File: src/design/trsr_pkg.sv
package trsr_pkg;

   // vertex coordinate width, fixed by the interface
   localparam int COORD_W        = 15;
   // width of a vertex difference
   localparam int DIFF_W         = COORD_W + 1;
   localparam int FRAC_BITS_DEF  = 4;
   localparam int PIXEL_BITS_DEF = 11;
   // setup records buffered between front and back end
   localparam int QUEUE_DEPTH    = 2;

   // width of a pixel-minus-vertex offset in subpixel units
   function automatic int offs_width(input int fb, input int pb);
      return ((pb + fb > COORD_W) ? (pb + fb) : COORD_W) + 1;
   endfunction

   // width of an edge function value, including den - nu - nv
   function automatic int edge_width(input int fb, input int pb);
      return DIFF_W + offs_width(fb, pb) + 3;
   endfunction

   // width of a whole-pixel bounding box coordinate before clipping
   function automatic int box_width(input int pb);
      return ((pb > COORD_W) ? pb : COORD_W) + 1;
   endfunction

   // setup record: empty, den sign, lo, hi, nu, nv, nw, three step terms
   function automatic int rec_width(input int fb, input int pb);
      return 2 + 2 * pb + 3 * edge_width(fb, pb) + 3 * DIFF_W;
   endfunction

   typedef enum logic [2:0] {
      FR_IDLE,
      FR_BBOX,
      FR_OFFS,
      FR_MULT,
      FR_SUM,
      FR_PUSH
   } front_state_type;

   typedef enum logic [1:0] {
      BK_IDLE,
      BK_SCAN,
      BK_DONE
   } back_state_type;

endpackage

File: src/design/triangle_row_span_rasterizer.sv
// Row span rasterizer: for one triangle and one pixel row, returns the first
// and last pixel of the row whose sample point lies inside the triangle.
// Request channel (req_*): three vertices in signed fixed point with
// FRAC_BITS fraction bits, and the row. Response channel (rsp_*): found flag,
// span start and end, both zero when nothing is covered. A transfer happens
// on a clock edge with valid high and stall low, on either channel.
// Setup of each triangle runs through capture, bounding box, offsets, six
// products through a single 16 x 16 bit multiplier with the last product
// added after it, edge finish, and hand-off into a 2-entry queue. The scan
// engine then tests one pixel per cycle over the clipped box width, and skips
// the scan when the row misses the box or the triangle has zero area.
// Setup of the next request overlaps the scan of the current one.
// While rsp_stall is high the result holds, the scan engine finishes its row
// and waits, the queue fills, and the front end then keeps req_stall high.
// Synchronous reset empties the queue and drops any pending result.
module triangle_row_span_rasterizer import trsr_pkg::*; #(
   parameter int FRAC_BITS  = FRAC_BITS_DEF,
   parameter int PIXEL_BITS = PIXEL_BITS_DEF
) (
   input  logic                         clock,
   input  logic                         reset,
   input  logic                         req_valid,
   output logic                         req_stall,
   input  logic signed [COORD_W-1:0]    req_ax,
   input  logic signed [COORD_W-1:0]    req_ay,
   input  logic signed [COORD_W-1:0]    req_bx,
   input  logic signed [COORD_W-1:0]    req_by_coord,
   input  logic signed [COORD_W-1:0]    req_cx,
   input  logic signed [COORD_W-1:0]    req_cy,
   input  logic signed [PIXEL_BITS-1:0] req_row_y,
   output logic                         rsp_valid,
   input  logic                         rsp_stall,
   output logic                         rsp_span_found,
   output logic signed [PIXEL_BITS-1:0] rsp_span_start,
   output logic signed [PIXEL_BITS-1:0] rsp_span_end
);

   localparam int REC_W = rec_width(FRAC_BITS, PIXEL_BITS);

   logic             fq_valid, fq_ready;
   logic [REC_W-1:0] fq_data;
   logic             bq_valid, bq_ready;
   logic [REC_W-1:0] bq_data;

   // triangle setup
   trsr_front #(
      .FRAC_BITS  (FRAC_BITS),
      .PIXEL_BITS (PIXEL_BITS)
   ) u_front (
      .clock        (clock),
      .reset        (reset),
      .req_valid    (req_valid),
      .req_stall    (req_stall),
      .req_ax       (req_ax),
      .req_ay       (req_ay),
      .req_bx       (req_bx),
      .req_by_coord (req_by_coord),
      .req_cx       (req_cx),
      .req_cy       (req_cy),
      .req_row_y    (req_row_y),
      .q_valid      (fq_valid),
      .q_ready      (fq_ready),
      .q_data       (fq_data)
   );

   // setup records waiting for the scan engine
   trsr_queue #(
      .WIDTH (REC_W),
      .DEPTH (QUEUE_DEPTH)
   ) u_queue (
      .clock     (clock),
      .reset     (reset),
      .in_valid  (fq_valid),
      .in_ready  (fq_ready),
      .in_data   (fq_data),
      .out_valid (bq_valid),
      .out_ready (bq_ready),
      .out_data  (bq_data)
   );

   // row scan and result register
   trsr_back #(
      .FRAC_BITS  (FRAC_BITS),
      .PIXEL_BITS (PIXEL_BITS)
   ) u_back (
      .clock          (clock),
      .reset          (reset),
      .q_valid        (bq_valid),
      .q_ready        (bq_ready),
      .q_data         (bq_data),
      .rsp_valid      (rsp_valid),
      .rsp_stall      (rsp_stall),
      .rsp_span_found (rsp_span_found),
      .rsp_span_start (rsp_span_start),
      .rsp_span_end   (rsp_span_end)
   );

endmodule

File: src/design/trsr_front.sv
module trsr_front import trsr_pkg::*; #(
   parameter int FRAC_BITS  = FRAC_BITS_DEF,
   parameter int PIXEL_BITS = PIXEL_BITS_DEF,
   localparam int REC_W     = rec_width(FRAC_BITS, PIXEL_BITS)
) (
   input  logic                         clock,
   input  logic                         reset,
   input  logic                         req_valid,
   output logic                         req_stall,
   input  logic signed [COORD_W-1:0]    req_ax,
   input  logic signed [COORD_W-1:0]    req_ay,
   input  logic signed [COORD_W-1:0]    req_bx,
   input  logic signed [COORD_W-1:0]    req_by_coord,
   input  logic signed [COORD_W-1:0]    req_cx,
   input  logic signed [COORD_W-1:0]    req_cy,
   input  logic signed [PIXEL_BITS-1:0] req_row_y,
   output logic                         q_valid,
   input  logic                         q_ready,
   output logic [REC_W-1:0]             q_data
);

   localparam int PD_W   = offs_width(FRAC_BITS, PIXEL_BITS);
   localparam int EW     = edge_width(FRAC_BITS, PIXEL_BITS);
   localparam int BW     = box_width(PIXEL_BITS);
   localparam int PROD_W = DIFF_W + PD_W;
   localparam int PMIN_I = -(1 << (PIXEL_BITS - 1));
   localparam int PMAX_I = (1 << (PIXEL_BITS - 1)) - 1;
   localparam int RND_I  = (1 << FRAC_BITS) - 1;
   localparam logic signed [BW-1:0] PMIN = BW'(PMIN_I);
   localparam logic signed [BW-1:0] PMAX = BW'(PMAX_I);

   // product sequence codes
   localparam logic [2:0] K_AD  = 3'd0;  // den, first term
   localparam logic [2:0] K_BE  = 3'd1;  // den, second term
   localparam logic [2:0] K_AX  = 3'd2;  // nu, x term
   localparam logic [2:0] K_BY  = 3'd3;  // nu, y term
   localparam logic [2:0] K_CX  = 3'd4;  // nv, x term
   localparam logic [2:0] K_DY  = 3'd5;  // nv, y term
   localparam logic [2:0] K_END = 3'd6;

   // truncate a subpixel coordinate toward zero to whole pixels
   function automatic logic signed [BW-1:0] trunc_pix(input logic signed [COORD_W-1:0] v);
      logic signed [COORD_W:0] t;
      t = (COORD_W+1)'(v) + (v[COORD_W-1] ? (COORD_W+1)'(RND_I) : (COORD_W+1)'(0));
      return BW'(t >>> FRAC_BITS);
   endfunction

   function automatic logic signed [COORD_W-1:0] min3(input logic signed [COORD_W-1:0] p,
                                                      input logic signed [COORD_W-1:0] q,
                                                      input logic signed [COORD_W-1:0] r);
      logic signed [COORD_W-1:0] m;
      m = (p < q) ? p : q;
      return (m < r) ? m : r;
   endfunction

   function automatic logic signed [COORD_W-1:0] max3(input logic signed [COORD_W-1:0] p,
                                                      input logic signed [COORD_W-1:0] q,
                                                      input logic signed [COORD_W-1:0] r);
      logic signed [COORD_W-1:0] m;
      m = (p > q) ? p : q;
      return (m > r) ? m : r;
   endfunction

   front_state_type state_ff, state_in;
   logic [2:0]      k_ff, k_in;
   logic            prod_vld_ff, prod_vld_in;
   logic            accept;

   logic signed [COORD_W-1:0]    ax_ff, ay_ff, bx_ff, by_ff, cx_ff, cy_ff;
   logic signed [PIXEL_BITS-1:0] row_ff;
   logic signed [DIFF_W-1:0]     a_ff, b_ff, c_ff, d_ff, e_ff, s_ff;
   logic signed [BW-1:0]         minx_ff, maxx_ff, miny_ff, maxy_ff;
   logic signed [PIXEL_BITS-1:0] lo_ff, hi_ff;
   logic                         empty_ff, neg_ff;
   logic signed [PD_W-1:0]       pxd_ff, pyd_ff;
   logic [2:0]                   prod_idx_ff;
   logic signed [PROD_W-1:0]     prod_ff;
   logic signed [EW-1:0]         den_ff, nu_ff, nv_ff, nw_ff;

   logic signed [BW-1:0]         lo_c, hi_c, row_c;
   logic signed [PIXEL_BITS-1:0] lo_pix_c;
   logic signed [DIFF_W-1:0]     op1_c;
   logic signed [PD_W-1:0]       op2_c;
   logic signed [PROD_W-1:0]     prod_c;

   // next state
   always_comb begin
      state_in = state_ff;
      case (state_ff)
         FR_IDLE: begin
            if (req_valid) state_in = FR_BBOX;
         end
         FR_BBOX: state_in = FR_OFFS;
         FR_OFFS: state_in = FR_MULT;
         FR_MULT: begin
            if (k_ff == K_END) state_in = FR_SUM;
         end
         FR_SUM:  state_in = FR_PUSH;
         FR_PUSH: begin
            if (q_ready) state_in = FR_IDLE;
         end
         default: state_in = FR_IDLE;
      endcase
   end

   // state outputs
   always_comb begin
      req_stall = 1'b1;
      q_valid   = 1'b0;
      case (state_ff)
         FR_IDLE: req_stall = 1'b0;
         FR_PUSH: q_valid   = 1'b1;
         default: begin
            req_stall = 1'b1;
            q_valid   = 1'b0;
         end
      endcase
   end

   assign accept = req_valid && !req_stall;

   // product sequence counter and product-valid flag
   always_comb begin
      k_in        = k_ff;
      prod_vld_in = 1'b0;
      if (state_ff == FR_OFFS) begin
         k_in = K_AD;
      end else if (state_ff == FR_MULT && k_ff != K_END) begin
         k_in        = k_ff + 3'd1;
         prod_vld_in = 1'b1;
      end
   end

   always_ff @(posedge clock) begin
      if (reset) begin
         state_ff    <= FR_IDLE;
         k_ff        <= K_AD;
         prod_vld_ff <= 1'b0;
      end else begin
         state_ff    <= state_in;
         k_ff        <= k_in;
         prod_vld_ff <= prod_vld_in;
      end
   end

   // box clipping to the pixel range
   always_comb begin
      lo_c     = (minx_ff < PMIN) ? PMIN : minx_ff;
      hi_c     = (maxx_ff > PMAX) ? PMAX : maxx_ff;
      row_c    = BW'(row_ff);
      lo_pix_c = PIXEL_BITS'(lo_c);
   end

   // multiplier operand select
   always_comb begin
      case (k_ff)
         K_AD: begin
            op1_c = a_ff;
            op2_c = PD_W'(d_ff);
         end
         K_BE: begin
            op1_c = b_ff;
            op2_c = PD_W'(e_ff);
         end
         K_AX: begin
            op1_c = a_ff;
            op2_c = pxd_ff;
         end
         K_BY: begin
            op1_c = b_ff;
            op2_c = pyd_ff;
         end
         K_CX: begin
            op1_c = c_ff;
            op2_c = pxd_ff;
         end
         K_DY: begin
            op1_c = d_ff;
            op2_c = pyd_ff;
         end
         default: begin
            op1_c = '0;
            op2_c = '0;
         end
      endcase
   end

   assign prod_c = op1_c * op2_c;

   // setup datapath
   always_ff @(posedge clock) begin
      if (accept) begin
         ax_ff  <= req_ax;
         ay_ff  <= req_ay;
         bx_ff  <= req_bx;
         by_ff  <= req_by_coord;
         cx_ff  <= req_cx;
         cy_ff  <= req_cy;
         row_ff <= req_row_y;
      end

      // vertex differences and truncated bounding box
      if (state_ff == FR_BBOX) begin
         a_ff    <= DIFF_W'(by_ff) - DIFF_W'(cy_ff);
         b_ff    <= DIFF_W'(cx_ff) - DIFF_W'(bx_ff);
         c_ff    <= DIFF_W'(cy_ff) - DIFF_W'(ay_ff);
         d_ff    <= DIFF_W'(ax_ff) - DIFF_W'(cx_ff);
         e_ff    <= DIFF_W'(ay_ff) - DIFF_W'(cy_ff);
         s_ff    <= DIFF_W'(ay_ff) - DIFF_W'(by_ff);
         minx_ff <= trunc_pix(min3(ax_ff, bx_ff, cx_ff));
         maxx_ff <= trunc_pix(max3(ax_ff, bx_ff, cx_ff));
         miny_ff <= trunc_pix(min3(ay_ff, by_ff, cy_ff));
         maxy_ff <= trunc_pix(max3(ay_ff, by_ff, cy_ff));
      end

      // clipped row extent and offsets of the first sample point
      if (state_ff == FR_OFFS) begin
         empty_ff <= (lo_c > hi_c) || (row_c < miny_ff) || (row_c > maxy_ff);
         lo_ff    <= lo_pix_c;
         hi_ff    <= PIXEL_BITS'(hi_c);
         pxd_ff   <= (PD_W'(lo_pix_c) <<< FRAC_BITS) - PD_W'(cx_ff);
         pyd_ff   <= (PD_W'(row_ff) <<< FRAC_BITS) - PD_W'(cy_ff);
      end

      // one product per cycle, summed the cycle after
      if (state_ff == FR_MULT) begin
         prod_ff     <= prod_c;
         prod_idx_ff <= k_ff;
      end

      if (prod_vld_ff) begin
         case (prod_idx_ff)
            K_AD:    den_ff <= EW'(prod_ff);
            K_BE:    den_ff <= den_ff + EW'(prod_ff);
            K_AX:    nu_ff  <= EW'(prod_ff);
            K_BY:    nu_ff  <= nu_ff + EW'(prod_ff);
            K_CX:    nv_ff  <= EW'(prod_ff);
            K_DY:    nv_ff  <= nv_ff + EW'(prod_ff);
            default: den_ff <= den_ff;
         endcase
      end

      // edge term nw from den - nu - nv, den sign, and degenerate triangle check
      if (state_ff == FR_SUM) begin
         nw_ff    <= den_ff - nu_ff - nv_ff;
         empty_ff <= empty_ff || (den_ff == '0);
         neg_ff   <= den_ff[EW-1];
      end
   end

   assign q_data = {empty_ff, neg_ff, lo_ff, hi_ff, nu_ff, nv_ff, nw_ff, a_ff, c_ff, s_ff};

endmodule

File: src/design/trsr_queue.sv
module trsr_queue import trsr_pkg::*; #(
   parameter int WIDTH = 1,
   parameter int DEPTH = QUEUE_DEPTH
) (
   input  logic             clock,
   input  logic             reset,
   input  logic             in_valid,
   output logic             in_ready,
   input  logic [WIDTH-1:0] in_data,
   output logic             out_valid,
   input  logic             out_ready,
   output logic [WIDTH-1:0] out_data
);

   localparam int PTR_W = $clog2(DEPTH);
   localparam int CNT_W = $clog2(DEPTH + 1);
   localparam logic [PTR_W-1:0] LAST = PTR_W'(DEPTH - 1);

   logic [WIDTH-1:0] slot_ff [DEPTH];
   logic [PTR_W-1:0] wr_ff, wr_in, rd_ff, rd_in;
   logic [CNT_W-1:0] cnt_ff, cnt_in;
   logic             push, pop;

   assign in_ready  = (cnt_ff != CNT_W'(DEPTH));
   assign out_valid = (cnt_ff != '0);
   assign out_data  = slot_ff[rd_ff];
   assign push      = in_valid && in_ready;
   assign pop       = out_valid && out_ready;

   // pointer wrap and fill count
   always_comb begin
      wr_in  = push ? ((wr_ff == LAST) ? '0 : wr_ff + 1'b1) : wr_ff;
      rd_in  = pop ? ((rd_ff == LAST) ? '0 : rd_ff + 1'b1) : rd_ff;
      cnt_in = cnt_ff + CNT_W'(push) - CNT_W'(pop);
   end

   always_ff @(posedge clock) begin
      if (reset) begin
         wr_ff  <= '0;
         rd_ff  <= '0;
         cnt_ff <= '0;
      end else begin
         wr_ff  <= wr_in;
         rd_ff  <= rd_in;
         cnt_ff <= cnt_in;
      end
   end

   always_ff @(posedge clock) begin
      if (push) slot_ff[wr_ff] <= in_data;
   end

endmodule

File: src/design/trsr_back.sv
module trsr_back import trsr_pkg::*; #(
   parameter int FRAC_BITS  = FRAC_BITS_DEF,
   parameter int PIXEL_BITS = PIXEL_BITS_DEF,
   localparam int REC_W     = rec_width(FRAC_BITS, PIXEL_BITS)
) (
   input  logic                         clock,
   input  logic                         reset,
   input  logic                         q_valid,
   output logic                         q_ready,
   input  logic [REC_W-1:0]             q_data,
   output logic                         rsp_valid,
   input  logic                         rsp_stall,
   output logic                         rsp_span_found,
   output logic signed [PIXEL_BITS-1:0] rsp_span_start,
   output logic signed [PIXEL_BITS-1:0] rsp_span_end
);

   localparam int EW = edge_width(FRAC_BITS, PIXEL_BITS);

   // edge value agrees with the sign of the area term, or is zero
   function automatic logic edge_ok(input logic signed [EW-1:0] t, input logic neg);
      return (t == '0) || (t[EW-1] == neg);
   endfunction

   back_state_type state_ff, state_in;
   logic           pop, out_load, covered;
   logic           rsp_valid_ff, rsp_valid_in;

   // setup record fields
   logic                         r_empty, r_neg;
   logic signed [PIXEL_BITS-1:0] r_lo, r_hi;
   logic signed [EW-1:0]         r_nu, r_nv, r_nw;
   logic signed [DIFF_W-1:0]     r_a, r_c, r_s;

   logic                         neg_ff, found_ff;
   logic signed [PIXEL_BITS-1:0] x_ff, hi_ff, first_ff, last_ff;
   logic signed [EW-1:0]         nu_ff, nv_ff, nw_ff, su_ff, sv_ff, sw_ff;
   logic                         out_found_ff;
   logic signed [PIXEL_BITS-1:0] out_start_ff, out_end_ff;

   assign {r_empty, r_neg, r_lo, r_hi, r_nu, r_nv, r_nw, r_a, r_c, r_s} = q_data;

   // next state
   always_comb begin
      state_in = state_ff;
      case (state_ff)
         BK_IDLE: begin
            if (q_valid) state_in = r_empty ? BK_DONE : BK_SCAN;
         end
         BK_SCAN: begin
            if (x_ff == hi_ff) state_in = BK_DONE;
         end
         BK_DONE: begin
            if (!rsp_valid_ff || !rsp_stall) state_in = BK_IDLE;
         end
         default: state_in = BK_IDLE;
      endcase
   end

   // state outputs
   always_comb begin
      q_ready  = 1'b0;
      out_load = 1'b0;
      case (state_ff)
         BK_IDLE: q_ready  = 1'b1;
         BK_DONE: out_load = !rsp_valid_ff || !rsp_stall;
         default: begin
            q_ready  = 1'b0;
            out_load = 1'b0;
         end
      endcase
   end

   assign pop     = q_valid && q_ready;
   assign covered = edge_ok(nu_ff, neg_ff) && edge_ok(nv_ff, neg_ff) && edge_ok(nw_ff, neg_ff);

   // result register: holds while the receiver stalls
   always_comb begin
      if (out_load) rsp_valid_in = 1'b1;
      else if (rsp_stall) rsp_valid_in = rsp_valid_ff;
      else rsp_valid_in = 1'b0;
   end

   always_ff @(posedge clock) begin
      if (reset) begin
         state_ff     <= BK_IDLE;
         rsp_valid_ff <= 1'b0;
      end else begin
         state_ff     <= state_in;
         rsp_valid_ff <= rsp_valid_in;
      end
   end

   // row scan: one pixel per cycle, edge values stepped by addition
   always_ff @(posedge clock) begin
      if (pop) begin
         neg_ff   <= r_neg;
         x_ff     <= r_lo;
         hi_ff    <= r_hi;
         nu_ff    <= r_nu;
         nv_ff    <= r_nv;
         nw_ff    <= r_nw;
         su_ff    <= EW'(r_a) <<< FRAC_BITS;
         sv_ff    <= EW'(r_c) <<< FRAC_BITS;
         sw_ff    <= EW'(r_s) <<< FRAC_BITS;
         found_ff <= 1'b0;
         first_ff <= '0;
         last_ff  <= '0;
      end else if (state_ff == BK_SCAN) begin
         if (covered) begin
            if (!found_ff) first_ff <= x_ff;
            last_ff  <= x_ff;
            found_ff <= 1'b1;
         end
         x_ff  <= x_ff + PIXEL_BITS'(1);
         nu_ff <= nu_ff + su_ff;
         nv_ff <= nv_ff + sv_ff;
         nw_ff <= nw_ff + sw_ff;
      end

      if (out_load) begin
         out_found_ff <= found_ff;
         out_start_ff <= first_ff;
         out_end_ff   <= last_ff;
      end
   end

   assign rsp_valid      = rsp_valid_ff;
   assign rsp_span_found = out_found_ff;
   assign rsp_span_start = out_start_ff;
   assign rsp_span_end   = out_end_ff;

endmodule

File: config.mk
export PLATFORM = sky130hd
export DESIGN_NAME = triangle_row_span_rasterizer
export DESIGN_NICKNAME = d
export VERILOG_FILES = /design/src/design/trsr_pkg.sv /design/src/design/triangle_row_span_rasterizer.sv /design/src/design/trsr_front.sv /design/src/design/trsr_queue.sv /design/src/design/trsr_back.sv
export SDC_FILE = /design/constraint.sdc
export NUM_CORES = 2
export LEC_CHECK = 0
export ABC_AREA = 0
export ABC_CLOCK_PERIOD_IN_PS = 15020
export BUFFER_PORTS_ARGS = -buffer_cell sky130_fd_sc_hd__buf_4
export CAP_MARGIN = 20
export CORE_MARGIN = 3
export CORE_UTILIZATION = 38
export CTS_BUF_LIST = sky130_fd_sc_hd__clkbuf_8
export CTS_CLUSTER_DIAMETER = 100
export DETAILED_ROUTE_END_ITERATION = 10
export GPL_ROUTABILITY_DRIVEN = 0
export SETUP_SLACK_MARGIN = 0.5
export SYNTH_ARGS = -nofsm -noshare
export SYNTH_HDL_FRONTEND = slang
export SYNTH_SLANG_ARGS = --single-unit
File: constraint.sdc
create_clock -name clock -period 15.02 [get_ports clock]
set_input_delay 2.253 -clock clock [delete_from_list [all_inputs] [get_ports clock]]
set_output_delay 2.253 -clock clock [all_outputs]
set_load 0.03 [all_outputs]
* Yosys cells after proc, flatten, opt, wreduce, memory -nomap -nowiden *
Memories as Yosys holds them, arrays and structs flattened. A register that Yosys moved wholly into a read port is not among the register bits.
Index checks and enable logic that the tools add are counted.

storage, ports and cells
  register bits = 712
  bits in writable memories = 354
  input bits = 105
  output and inout port bits = 25
  logic and storage cells = 217
  memories = 1

cells by class
  add/subtract/negate cells = 26
  $mul = 1
  $lt $le $gt $ge = 13
  equal/unequal tests = 31
  mux-type cells = 51
  bitwise gates (word level) = 1
  reduce and logical (&&, ||, !) cells = 41

memory list
  name             depth  bits a word  rd ports  clocked after memory_dff  write ports  line              RTL
  u_queue.slot_ff  2      177          1         1                         1            trsr_queue.sv:19  logic [WIDTH-1:0] slot_ff [DEPTH];

operators with widths
  cell                  number
  $mux 35               6
  $pmux 35 s2           3
  $logic_not 35->1      4
  $pmux 16 s4           2
  $sub 15x15->16        8
  $mux 15               8
  $add 35x20->35        3
  $add 35x32->35        3
  $sub 35x35->35        2
  $add 15x5->16         4
  $gt 15x15->1          4
  $lt 15x15->1          4
  $mul 16x16->32        1
  $mux 16               2
  $mux 11               2
  $eq 3x3->1 const B    7
  $eq 3x2->1 const B    6
  $pmux 3 s6            1
  $gt 16x16->1          1
  $mux 4                4
  $mux 1                15
  $gt 11x12->1          1
  $gt 12x11->1 const B  1
  $lt 11x12->1          1
  other kinds (27)      71

* Depth between registers and ports, before layout *
  depth in word-level cells = 7
  mapped depth = 34
  mapped depth without buffers = 29

* Hierarchy *
A second synthesis with hierarchy kept.

unflattened totals
  cells, all modules = 6282
  area, all modules = 70396.3 um^2

by module, submodules not included
  module      instances  cells each  area each (um^2)  sequential area each (um^2)
  trsr_front  1          4422        43651.9           14403.8
  trsr_queue  1          580         13568.0           10730.3
  trsr_back   1          1280        13176.4           6496.2

* Worst setup path after synthesis *
Ideal clock, no wire load.

  kind = register to register
  from = reg u_front.state_ff[0]
  to = reg u_front.a_ff[0], enable pin
  setup time = 0.850 ns
  arrival = 10.911 ns
  required time = 14.170 ns
  path slack = 3.259 ns
  cell stages (with the launch flop) = 3
  path buffers = 1
  clock period less this slack = 11.761 ns
  path through = dfxtp_1 -> clkbuf_1 -> nor3b_1

between the ends
  word-level cells in the longest chain between the ends = 1

RTL lines
  item                    line               RTL
  start, declared         trsr_front.sv:64   front_state_type state_ff, state_in;
  start signal, assigned  trsr_front.sv:140  state_ff <= state_in;
  $eq 3x1->1              trsr_front.sv:203  if (state_ff == FR_BBOX) begin
  end signal, assigned    trsr_front.sv:204  a_ff <= DIFF_W'(by_ff) - DIFF_W'(cy_ff);
  end, declared           trsr_front.sv:71   logic signed [DIFF_W-1:0] a_ff, b_ff, c_ff, d_ff, e_ff, s_ff;

No other way between the ends.
A chain may end at the register's enable or synchronous reset.

* Worst setup path after layout *
  from = reg u_front.k_ff[0]
  to = reg u_front.prod_ff[31] (data pin)

between the ends
  word-level cells in the longest chain between the ends = 4
  elaborated cells between the ends (all ways) = 13
  those cells by class = mul (1); eq/ne (5); mux (2); reduce/logical (5)

RTL lines
  item                                      line               RTL
  start, declared                           trsr_front.sv:65   logic [2:0] k_ff, k_in;
  start signal, assigned                    trsr_front.sv:141  k_ff <= k_in;
  $eq 3x1->1, or another cell as far along  trsr_front.sv:156  case (k_ff)
  $reduce_or 2->1 (no line)                 -
  $pmux 16 s4                               trsr_front.sv:156
  $mul 16x16->32 *                          trsr_front.sv:188  assign prod_c = op1_c * op2_c;
  net u_front.prod_c[31]                    trsr_front.sv:84   logic signed [PROD_W-1:0] prod_c;
  end signal, assigned                      trsr_front.sv:227  prod_ff <= prod_c;
  end, declared                             trsr_front.sv:77   logic signed [PROD_W-1:0] prod_ff;

The timed path passes the listed nets; every way through them passes the cells marked *.

==> metrics.csv <==
stage;metric;value;unit
timing;Rel. slew slack;20.6;%
critical_path;Setup CP Type;flip-flop to flip-flop;
yosys;Yosys top cell by area;edfxtp_1;
yosys;Area contributors post-synth;edfxtp_1 (44%), ha_1 (9.9%), fa_1 (8.8%);
timing;fmax;111;MHz
critical_path;critical path required time;15.71;ns
yosys;Synth cell types;106;
clock_network;TritonCTS clock tree;yes;
global_route;initial antenna violation count;10;
finish;most frequent cells in the layout;edfxtp_1 (1,028), inv_1 (658), ha_1 (552);
floorplanning;Die ar.;189000;um^2
critical_path;Critical Path End Type;flip-flop;
floorplanning;Starting Density;38.4;%
critical_path;crit start category;flip-flop;
floorplanning;Std-Cell Rows;156;
clock_network;post-CTS resize count;0;
drt;final WL;191000;um
global_route;met3 Usage GRT;3.51;%
timing;fin crit period;9.03;ns
yosys;main flop type after synthesis;edfxtp_1;
run;maxcap violations;0;
timing;RSZ-0062 raised after global routing;no;
yosys;Mapped Cells;6248;
critical_path;CP max-delay cell;nor2b_1;
drt;routed length per instance;21.2;um
clock_network;total setup buffers inserted after CTS;0;
global_route;grt ovf;0;
timing;fin crit share;60.1;%
floorplanning;die height;435;um
global_route;first-pass GRT wire length;291000;um
drt;remaining antenna violation count after routing;0;
placed_design;post-DP HPWL;146000;um
clock_network;Root Buffer;clkbuf_8;
timing;count of final hold-check violations;0;
yosys;Syn Std Cell Area;69800;um^2
timing;pins over their slew limit;0;
clock_network;Inserted Clock Buffers;177;
clock_network;Sink Count;1066;
placed_design;# port buffers;129;
floorplanning;core area;182000;um^2
critical_path;Crit Path Max Fanout;31;
yosys;Async S/R FF share, synth;0;%
finish;commonest non-fill, non-tap cell in the layout;edfxtp_1;
critical_path;Critical Path AT;9.72;ns
critical_path;Crit path top cell by count;fa_1;
yosys;Synth Net Count;7213;
timing;setup TNS;0;ns
global_route;GR peak layer;met2;
clock_network;H-Tree Depth;4;
finish;P&R area growth vs syn;10.7;%
timing;worst slew pin tran;1.18;ns
clock_network;clk slew on worst S/H paths;0.07;ns
global_route;met2 Resource Use GR;32.9;%
drt;initial drt markers;3998;
drt;# DRC;0;
yosys;Mean Syn Cell Area;11.2;um^2
status;outcome;finished clean;
timing;final setup fails;0;
yosys;post-synth top area share;44.2;%
finish;FILL cells;17100;
hold_path;HP Class;flip-flop to flip-flop;
timing;Layout Skew;0.0617;ns
critical_path;slowest stage delay, CP;0.88;ns
drt;drt pass-1 iters;9;
clock_network;Clk Latency, worst-skew pair;0.90;ns
clock_network;clock tree buffer depth;3;
yosys;Seq/Total Area, Yosys;45.3;%
drt;vias post-DR;48400;
finish;share of cells above drive strength 1;9.39;%
finish;# nets final;7402;
global_route;GRT Total Usage;20.2;%
clock_network;Post-CTS Hold Fix Bufs;0;
yosys;Yosys reg bits;1066;
yosys;Ys Warns;0;
floorplanning;DIE WIDTH;435;um
global_route;GR Layer Usage met1;27.3;%
drt;vias per cell;5.36;
global_route;vias in the first global route;47900;
yosys;EDFF count, synth;1028;
floorplanning;io pins;130;
global_route;pin count of the biggest net entering global routing;144;
==> cell type report <==
| class | instances | area [um^2] | area share, % |
|---|---|---|---|
| diodes | 4 | 10.0 | 0.0130 |
| multi-input cells | 4400 | 35300 | 45.7 |
| inverters | 613 | 2310 | 2.99 |
| clock inverters | 143 | 1030 | 1.33 |
| clock buffers | 182 | 2500 | 3.24 |
| repair buffers | 179 | 1400 | 1.81 |
| well taps | 2449 | 3060 | 3.97 |
| flip-flops and latches | 1066 | 31600 | 41.0 |
==> metrics by stage <==
| stage | util [%] | setup WS (ns) | instance area [um^2] | hold WS, ns | std cells |
|---|---|---|---|---|---|
| floorplan | - | 3.26 | 69800 | 0.406 | 6248 |
| global placement | 40.5 | 5.85 | 73700 | 0.417 | 8705 |
| detailed placement | 40.5 | 5.60 | 73700 | 0.422 | 8705 |
| CTS | 42.5 | 5.54 | 77200 | 0.406 | 9030 |
| global route | 42.5 | 5.31 | 77200 | 0.432 | 9034 |
| finish | 42.5 | 5.99 | 77200 | 0.415 | 9036 |
==> kinds of logic (layout without fill, tap and decap cells) <==
kind of cell,after synthesis,after routing,synth area share [%]
simple gates,1553,1553,10.6
compound gates,1368,1368,12.7
flops,1066,1066,45.3
fa+ha+maj,860,860,18.7
buf+inv,782,1117,4.26
xor+xnor,362,362,4.54
mux,257,257,3.88
other cells,0,4,0
==> metal layers <==
| layer | up-vias | wire length (um) |
|---|---|---|
| met1 | 23700 | 82400 |
| met4 | 2 | 6380 |
| met3 | 341 | 13500 |
| met5 | - | 13 |
| li1 | 22900 | - |
| met2 | 1549 | 89000 |
==> path summary, 6_finish.rpt <==
check | slack (ns) | endpoint | depth (start not counted) | from
max | 5.99 | u_front.prod_ff[31] | 28 | u_front.k_ff[0]
min | 0.41 | u_back.rsp_span_start[4] | 0 | u_back.first_ff[4]
max reg2reg | 5.99 | u_front.prod_ff[31] | 28 | u_front.k_ff[0]
min reg2reg | 0.41 | u_back.rsp_span_start[4] | 0 | u_back.first_ff[4]
==> registers in the layout (all words and copies together), names as in the netlist, 32 cells and up, named ones only <==
name             flops
u_queue.slot_ff    354
u_back.nu_ff        35
u_back.nv_ff        35
u_back.nw_ff        35
u_front.den_ff      35
u_front.nu_ff       35
u_front.nv_ff       35
u_front.nw_ff       35
u_front.prod_ff     32
==> cells in the mapped netlist, types with 26 or more instances <==
cell type and n:
clkbuf_1 136, o21ai_0 336, a21oi_1 337, or2_2 36, nor4_1 56, nand2_1 456, ha_1 552, o21a_1 73
nand3_1 89, a21o_1 187, a211oi_1 63, fa_1 308, dfxtp_1 38, o21bai_1 30, edfxtp_1 1028, nor2b_1 77
and2_1 26, a21boi_0 40, nor3_1 79, xor2_1 126, xnor2_1 236, o31ai_1 35, or3_1 33, a31oi_1 36
nand4_1 42, mux2_2 96, and3_1 34, nor2_1 464, mux2i_1 159, nand2b_1 83, inv_1 612
==> worst max-delay path, delay by kind of cell (launching register included) <==
family,cells,cell delay [ns]
compound gates,8,2.09
fa+ha+maj,8,3.74
buf+inv,6,0.68
flops,1,0.48
simple gates,6,1.81
Power is left out: the tool's default activity adds up to more than one toggle a clock period on the data nets, which glitch-free logic cannot reach.
